===== src/hw/rtl/dmh_pkg.sv =====
// Shared types, constants and codes for the d-ary max-heap priority queue.
package dmh_pkg;

    localparam int CAPACITY_DEF  = 1024;
    localparam int MAX_ARITY_DEF = 8;
    localparam int TAG_BITS      = 16;
    localparam int KEY_W         = 32;
    localparam int KIND_W        = 3;
    localparam int TAG_W         = 16;
    localparam int POS_W         = 11;
    localparam int COUNT_W       = 11;
    localparam int ARITY_W       = 4;
    localparam logic [ARITY_W-1:0] ARITY_RESET = 4'd2;

    typedef enum logic [KIND_W-1:0] {
        KIND_APPEND   = 3'd0,
        KIND_BUILD    = 3'd1,
        KIND_INSERT   = 3'd2,
        KIND_EXTRACT  = 3'd3,
        KIND_INCREASE = 3'd4,
        KIND_PEEK     = 3'd5
    } kind_t;

    typedef enum logic [1:0] {
        ST_OK     = 2'd0,
        ST_EMPTY  = 2'd1,
        ST_FULL   = 2'd2,
        ST_BADPOS = 2'd3
    } status_t;

    typedef struct packed {
        logic [KIND_W-1:0]       kind;
        logic signed [KEY_W-1:0] key;
        logic [TAG_W-1:0]        tag;
        logic [POS_W-1:0]        position;
    } req_t;

    typedef struct packed {
        logic signed [KEY_W-1:0] out_key;
        logic [TAG_W-1:0]        out_tag;
        status_t                 status;
        logic [COUNT_W-1:0]      entry_count;
    } rsp_t;

    typedef struct packed {
        logic signed [KEY_W-1:0] key;
        logic [TAG_BITS-1:0]     tag;
    } entry_t;

    // Datapath operations, one per cycle
    typedef enum logic [4:0] {
        OP_NOP,
        OP_ACCEPT,
        OP_SET_FULL,
        OP_SET_EMPTY,
        OP_SET_BADPOS,
        OP_APPEND,
        OP_RD_ROOT,
        OP_TAKE_ROOT,
        OP_TAKE_ROOT_RD_LAST,
        OP_TAKE_LAST,
        OP_RD_POS,
        OP_TAKE_POS,
        OP_DIV_UP,
        OP_DIV_BUILD,
        OP_RD_PARENT,
        OP_UP_MOVE,
        OP_WR_CUR,
        OP_DN_START,
        OP_RD_CAND,
        OP_DN_CMP,
        OP_DN_MOVE,
        OP_BLD_SET,
        OP_RD_BIDX,
        OP_TAKE_BIDX,
        OP_BLD_DEC,
        OP_LOAD_OUT
    } dp_op_t;

    typedef struct packed {
        kind_t kind;
        logic  count_zero;
        logic  count_full;
        logic  pos_bad;
        logic  p_is_root;
        logic  up_greater;
        logic  div_done;
        logic  cand_ok;
        logic  best_is_p;
        logic  bi_zero;
        logic  out_free;
    } dp_status_t;

    typedef enum logic [4:0] {
        S_IDLE,
        S_DISPATCH,
        S_PK_ROOT,
        S_EX_ROOT,
        S_EX_LAST,
        S_EX_CHK,
        S_INC_RD,
        S_UP_CHK,
        S_UP_DIV,
        S_UP_CMP,
        S_DN_START,
        S_DN_CHK,
        S_DN_CMP,
        S_DN_END,
        S_BLD_DIV,
        S_BLD_CHK,
        S_BLD_RD,
        S_FINISH
    } state_t;

endpackage


===== src/hw/rtl/dmh_ctrl.sv =====
// Heap controller: sequences each operation as datapath commands.
module dmh_ctrl (
    input  logic                clk,
    input  logic                rst_n,
    input  logic                req_valid,
    output logic                req_ready,
    input  dmh_pkg::dp_status_t status,
    output dmh_pkg::dp_op_t     op
);

    import dmh_pkg::*;

    state_t state_reg, state_next;

    // Hold state
    always_ff @(posedge clk or negedge rst_n)
    begin
        if (!rst_n)
        begin
            state_reg <= S_IDLE;
        end
        else
        begin
            state_reg <= state_next;
        end
    end

    assign req_ready = (state_reg == S_IDLE);

    // Advance the sequence and issue commands
    always_comb
    begin
        state_next = state_reg;
        op         = OP_NOP;
        case (state_reg)
            S_IDLE:
            begin
                if (req_valid)
                begin
                    op         = OP_ACCEPT;
                    state_next = S_DISPATCH;
                end
            end
            S_DISPATCH:
            begin
                case (status.kind)
                    KIND_APPEND, KIND_INSERT:
                    begin
                        if (status.count_full)
                        begin
                            op         = OP_SET_FULL;
                            state_next = S_FINISH;
                        end
                        else
                        begin
                            op         = OP_APPEND;
                            state_next = (status.kind == KIND_INSERT) ? S_UP_CHK : S_FINISH;
                        end
                    end
                    KIND_BUILD:
                    begin
                        op         = OP_DIV_BUILD;
                        state_next = S_BLD_DIV;
                    end
                    KIND_EXTRACT, KIND_PEEK:
                    begin
                        if (status.count_zero)
                        begin
                            op         = OP_SET_EMPTY;
                            state_next = S_FINISH;
                        end
                        else
                        begin
                            op         = OP_RD_ROOT;
                            state_next = (status.kind == KIND_PEEK) ? S_PK_ROOT : S_EX_ROOT;
                        end
                    end
                    KIND_INCREASE:
                    begin
                        if (status.pos_bad)
                        begin
                            op         = OP_SET_BADPOS;
                            state_next = S_FINISH;
                        end
                        else
                        begin
                            op         = OP_RD_POS;
                            state_next = S_INC_RD;
                        end
                    end
                    default:
                    begin
                        state_next = S_FINISH;
                    end
                endcase
            end
            S_PK_ROOT:
            begin
                op         = OP_TAKE_ROOT;
                state_next = S_FINISH;
            end
            S_EX_ROOT:
            begin
                op         = OP_TAKE_ROOT_RD_LAST;
                state_next = S_EX_LAST;
            end
            S_EX_LAST:
            begin
                op         = OP_TAKE_LAST;
                state_next = S_EX_CHK;
            end
            S_EX_CHK:
            begin
                if (status.count_zero)
                begin
                    state_next = S_FINISH;
                end
                else
                begin
                    op         = OP_DN_START;
                    state_next = S_DN_CHK;
                end
            end
            S_INC_RD:
            begin
                op         = OP_TAKE_POS;
                state_next = S_UP_CHK;
            end
            S_UP_CHK:
            begin
                if (status.p_is_root)
                begin
                    op         = OP_WR_CUR;
                    state_next = S_FINISH;
                end
                else
                begin
                    op         = OP_DIV_UP;
                    state_next = S_UP_DIV;
                end
            end
            S_UP_DIV:
            begin
                if (status.div_done)
                begin
                    op         = OP_RD_PARENT;
                    state_next = S_UP_CMP;
                end
            end
            S_UP_CMP:
            begin
                if (status.up_greater)
                begin
                    op         = OP_UP_MOVE;
                    state_next = S_UP_CHK;
                end
                else
                begin
                    op         = OP_WR_CUR;
                    state_next = S_FINISH;
                end
            end
            S_DN_START:
            begin
                op         = OP_DN_START;
                state_next = S_DN_CHK;
            end
            S_DN_CHK:
            begin
                if (status.cand_ok)
                begin
                    op         = OP_RD_CAND;
                    state_next = S_DN_CMP;
                end
                else if (status.best_is_p)
                begin
                    op         = OP_WR_CUR;
                    state_next = S_DN_END;
                end
                else
                begin
                    op         = OP_DN_MOVE;
                    state_next = S_DN_START;
                end
            end
            S_DN_CMP:
            begin
                op         = OP_DN_CMP;
                state_next = S_DN_CHK;
            end
            S_DN_END:
            begin
                if (status.kind == KIND_BUILD)
                begin
                    op         = OP_BLD_DEC;
                    state_next = S_BLD_CHK;
                end
                else
                begin
                    state_next = S_FINISH;
                end
            end
            S_BLD_DIV:
            begin
                if (status.div_done)
                begin
                    op         = OP_BLD_SET;
                    state_next = S_BLD_CHK;
                end
            end
            S_BLD_CHK:
            begin
                if (status.bi_zero)
                begin
                    state_next = S_FINISH;
                end
                else
                begin
                    op         = OP_RD_BIDX;
                    state_next = S_BLD_RD;
                end
            end
            S_BLD_RD:
            begin
                op         = OP_TAKE_BIDX;
                state_next = S_DN_START;
            end
            S_FINISH:
            begin
                if (status.out_free)
                begin
                    op         = OP_LOAD_OUT;
                    state_next = S_IDLE;
                end
            end
            default:
            begin
                state_next = S_IDLE;
            end
        endcase
    end

endmodule


===== config.mk =====
export PLATFORM = sky130hd
export DESIGN_NAME = dmh_ctrl
export DESIGN_NICKNAME = d
export VERILOG_FILES = /design/src/hw/rtl/dmh_pkg.sv /design/src/hw/rtl/dmh_ctrl.sv
export SDC_FILE = /design/constraint.sdc
export NUM_CORES = 1
export LEC_CHECK = 0
export ABC_AREA = 1
export BUFFER_PORTS_ARGS = -buffer_cell sky130_fd_sc_hd__buf_4
export CORE_AREA = 3 3 44 46
export CTS_BUF_LIST = sky130_fd_sc_hd__clkbuf_2 sky130_fd_sc_hd__clkbuf_4 sky130_fd_sc_hd__clkbuf_8
export CTS_CLUSTER_DIAMETER = 200
export DETAILED_ROUTE_END_ITERATION = 16
export DIE_AREA = 0 0 47 49
export GPL_TIMING_DRIVEN = 0
export MAX_ROUTING_LAYER = met4
export PLACE_DENSITY_LB_ADDON = 0.25
export SLEW_MARGIN = 20
export SYNTH_ARGS = -nofsm -noshare
export SYNTH_HDL_FRONTEND = slang
export SYNTH_SLANG_ARGS = --single-unit

===== constraint.sdc =====
create_clock -name clk -period 3.4 [get_ports clk]
set_clock_uncertainty 0.2 [all_clocks]
set_input_delay 0.17 -clock clk [delete_from_list [all_inputs] [get_ports clk]]
set_output_delay 0.17 -clock clk [all_outputs]
set_load 0.01 [all_outputs]

Yosys cells after proc, flatten, opt, wreduce, memory -nomap -nowiden --
Cells that the tools add are included.
Storage, ports and cells: flip-flop bits (word level) 5, bits in latches 0, RAM bits 0, ROM bits 0, memories kept 0
Cells by class: bitwise logic cells 0, magnitude comparators 0, shift-type cells 0, equal/unequal tests 26, multipliers 0, div/mod/pow operators 0, $add $sub $neg 0, reductions and logical operators 6, multiplexer cells 34
Operators with widths (count):
- $mux W5 | 19
- $pmux W5 S18 | 1
- $pmux W5 S17 | 1
- $eq A5 B4 Y1 const B | 8
- $eq A5 B3 Y1 const B | 4
- $pmux W5 S4 | 1
- $mux W3 | 6
- $pmux W4 S4 | 1
- $eq A5 B2 Y1 const B | 2
- $eq A5 B5 Y1 const B | 2
- $mux W4 | 2
- $ne A2 B2 Y1 const B | 4
- $eq A3 B2 Y1 const B | 2
- $eq A3 B3 Y1 const B | 2
- $reduce_or A2 Y1 | 3
- $eq A5 B1 Y1 const B | 1
- $logic_not A5 Y1 | 1
- $reduce_and A4 Y1 | 1
- $eq A3 B1 Y1 const B | 1
- $logic_not A3 Y1 | 1
- $mux W1 | 3

Logic depth before layout (Yosys ltp) --
word-level depth 5, gate-level depth with buffers 8, gate-level depth less buffers 8

Least setup slack after synthesis --
OpenSTA, ideal clock, no wires.
path kind register to output, from register state_reg[3], to output op[3], required time 3.030 ns, slack 1.834 ns, cell stages (with the launch flop) 6, arrival time 1.196 ns, cells stage by stage dfrtp_1 nor2_2 nand2_1 nor2_4 o21ai_0 nand4_1
Between the ends: cells in the longest elaborated chain, start to end 2
RTL lines:
- start: declaration | RTL line dmh_ctrl.sv:13 | state_t state_reg, state_next;
- start signal: assignment | RTL line dmh_ctrl.sv:24 | state_reg <= state_next;
- $eq A5 B5 Y1 (tied with other cells) | RTL line dmh_ctrl.sv:35 | case (state_reg)
- $pmux W5 S18 (*) | RTL line dmh_ctrl.sv:35
- end: declaration | RTL line dmh_ctrl.sv:8 | output dmh_pkg::dp_op_t op
Every way passes the cells marked *; elsewhere a longest branch is shown, timed or not.

Worst setup path after layout --
from register state_reg[3], to output op[1]
Same word-level chain as after synthesis.

==> results.toml <==
[sta]
max_freq_ghz = 0.466
grt_setup_unrepaired = "false"
slew_violations = 0
relSlewSlack_pct = 74.4
layout_setup_ws_ns = 1.25
max_slew.worst_pin.slew_ns = 0.381
hold_viol_final = 0
whs_ns = 0.0380
finalSetupViolCount = 0
final.min_clock_period_ns = 2.15
fin_crit_sh_pct = 63.2
timing.setup.tns_ns = 0

[finish]
largest_reg_flops = 5
num_antenna_cells = 0
syn_to_final_growth_pct = 23.6
layout-drive-gt1-share_pct = 25.3
nets = 211
utilization_pct = 73.9

[synthesis]
synth_xor_area_share_pct = 0
synthSimpleGateAreaFrac_pct = 64.7
synth_edf_count = 0
ys_async_sr_fraction_pct = 100
yosysTopAreaCell = "nand2_1"
synthFlopType = "dfrtp_1"
synth_top_family_by_area = "simple AND/OR/NAND/NOR gates"
synth_compound_area_share_pct = 9.91
yosys_register_bits = 5
synthTopCellsByCount = "nand2_1 (39), nand3_1 (28), nor2_1 (20)"
yosysWarnings = 0
yosys-top-cells-area = "nand2_1 (16%), nand3_1 (15%), dfrtp_1 (14%), nor2_1 (8.1%), inv_1 (7.3%)"
netlist_instances = 168
synth.avg_cell_area_sq_um = 5.49
synth-adder-area-share_pct = 0
mappedNetlistArea_sq_um = 922
synth.most_common_cell = "nand2_1"
ys_types = 22
ys_seq_area_share_pct = 13.6
synth_top_area_share_pct = 15.9
muxShareOfSynthArea_pct = 0
synth_fp_nets = 184

[clock_network]
clock-root-buffer = "clkbuf_4"
clock_sinks = 5
post_cts_buffers = 0
cts_made_buffers = 3
clk_latency_ns = 0.26
htreeDepth = 1
cts_buffer_depth = 2
cts_tree = "done"
path_clk_slew_ns = 0.06

[routing]
wl_per_cell_um = 14.0
drt_iter0_drc = 101
wirelength_um = 2940
vias_per_cell = 6.19
first_pass_iters = 5
drc = 0
vias = 1299
ant_nets = 0

[placement]
place.gp.congestion = 0.964
io_buffers = 21
post-dp-hpwl_um = 2330
pre_cts_ws_ns = 1.57

[floorplanning]
start_util_pct = 59.8
pin_count = 22
std_cell_rows = 14
die_area_sq_um = 2300
core-area_sq_um = 1540
die_h_um = 49
fp.dieW_um = 47

[worst_setup_path]
worstPathArrival_ns = 1.78
endpoint_kind = "output port"
crit_required_ns = 3.03
start_kind = "register"
path_class = "register to output port"
cp_max_fo = 8
rrSetupSlack_ns = 1.67

[run_status]
status = "finished, final reports clean"

[grt]
grt_use_total_pct = 28.7
grt_pass1_vias = 1191
antenna_found_initial = 0
grt_pass1_wl_um = 4860
grt_max_degree = 11
overflow = 0

[power_and_ir_drop]
power_leakage_uw = 0.000667
ir_drop_mv = 0.535
total_power_uw = 794
powerDensity_nw_per_um2 = 696

[job]
maxCapViolations = 0

[hold_path]
hp-class = "primary input to register"
-- stage by stage --
step	cells	instance area, sq um
global route	210	1140
finish	210	1140
floorplan	168	922
CTS	210	1140
global placement	205	1100
detailed placement	205	1100
-- cell usage in the layout, fill, tap and decap left out, drive strengths merged --
cell         Yosys  final
a21oi            3      3
a31oi            2      2
buf              1     22
clkbuf           0      4
dfrtp            5      5
dlygate4sd3      0      1
inv             26     26
nand2           43     43
nand3           31     31
nand3b           2      2
nand4            8      8
nor2            27     27
nor3             8      8
o21a             1      1
o21ai            9      9
o21bai           1      1
or2              1      1
-- power by group --
group	switching (uW)	internal, uW	total [uW]
Sequential	39.9	84.1	124
Combinational	361	223	585
Clock	32.1	52.8	84.9
Total	433	360	794
-- final timing paths --
check | start | endpoint | cells after the start
setup / recovery | state_reg[3] | op[1] | 6
hold / removal | status[5] | state_reg[2] | 3
setup reg to reg | state_reg[3] | state_reg[0] | 7
hold reg to reg | state_reg[4] | state_reg[0] | 2
max in group asynchronous | rst_n | state_reg[1] | 2
min in group asynchronous | rst_n | state_reg[3] | 2
-- worst max-delay path, cell delays in order (launching register included) --
cell	delay (ns)
dfrtp_1	0.44
nor2_2	0.30
nand2_1	0.18
nor2_4	0.22
o21ai_0	0.16
nand3_1	0.11
buf_4	0.12
-- layout make-up --
type	instances	area [sq um]
Timing Repair Buffer	22	168
Tap cell	16	20.0
Buffer	1	11.3
Multi-Input combinational cell	136	688
Inverter	26	97.6
Fill cell	138	402
Sequential cell	5	125
Clock buffer	4	30.0
-- per-layer routing --
layer / up-vias / wire length (um) / share of wire [%] / GRT usage (%)
met3: 23 / 304 / 10 / 5.54
met4: 0 / 125 / 4.2 / 17.5
met2: 92 / 1400 / 47 / 43.9
met1: 574 / 1120 / 38 / 33.1
met5: - / 0 / 0 / -
li1: 610 / - / - / -
-- kinds of logic (layout without fill, tap and decap cells) --
kind of cell | Yosys count | after routing
buffers and inverters | 27 | 53
AND/OR/NAND/NOR | 120 | 120
AO/OA/AOI/OAI | 16 | 16
flip-flops | 5 | 5
-- repair_timing --
item	4_1_cts	5_1_grt
endpoints found under the hold margin	5	0
hold buffers	1	0
gates resized for setup	0	0
(Power assumes the default switching activity.)
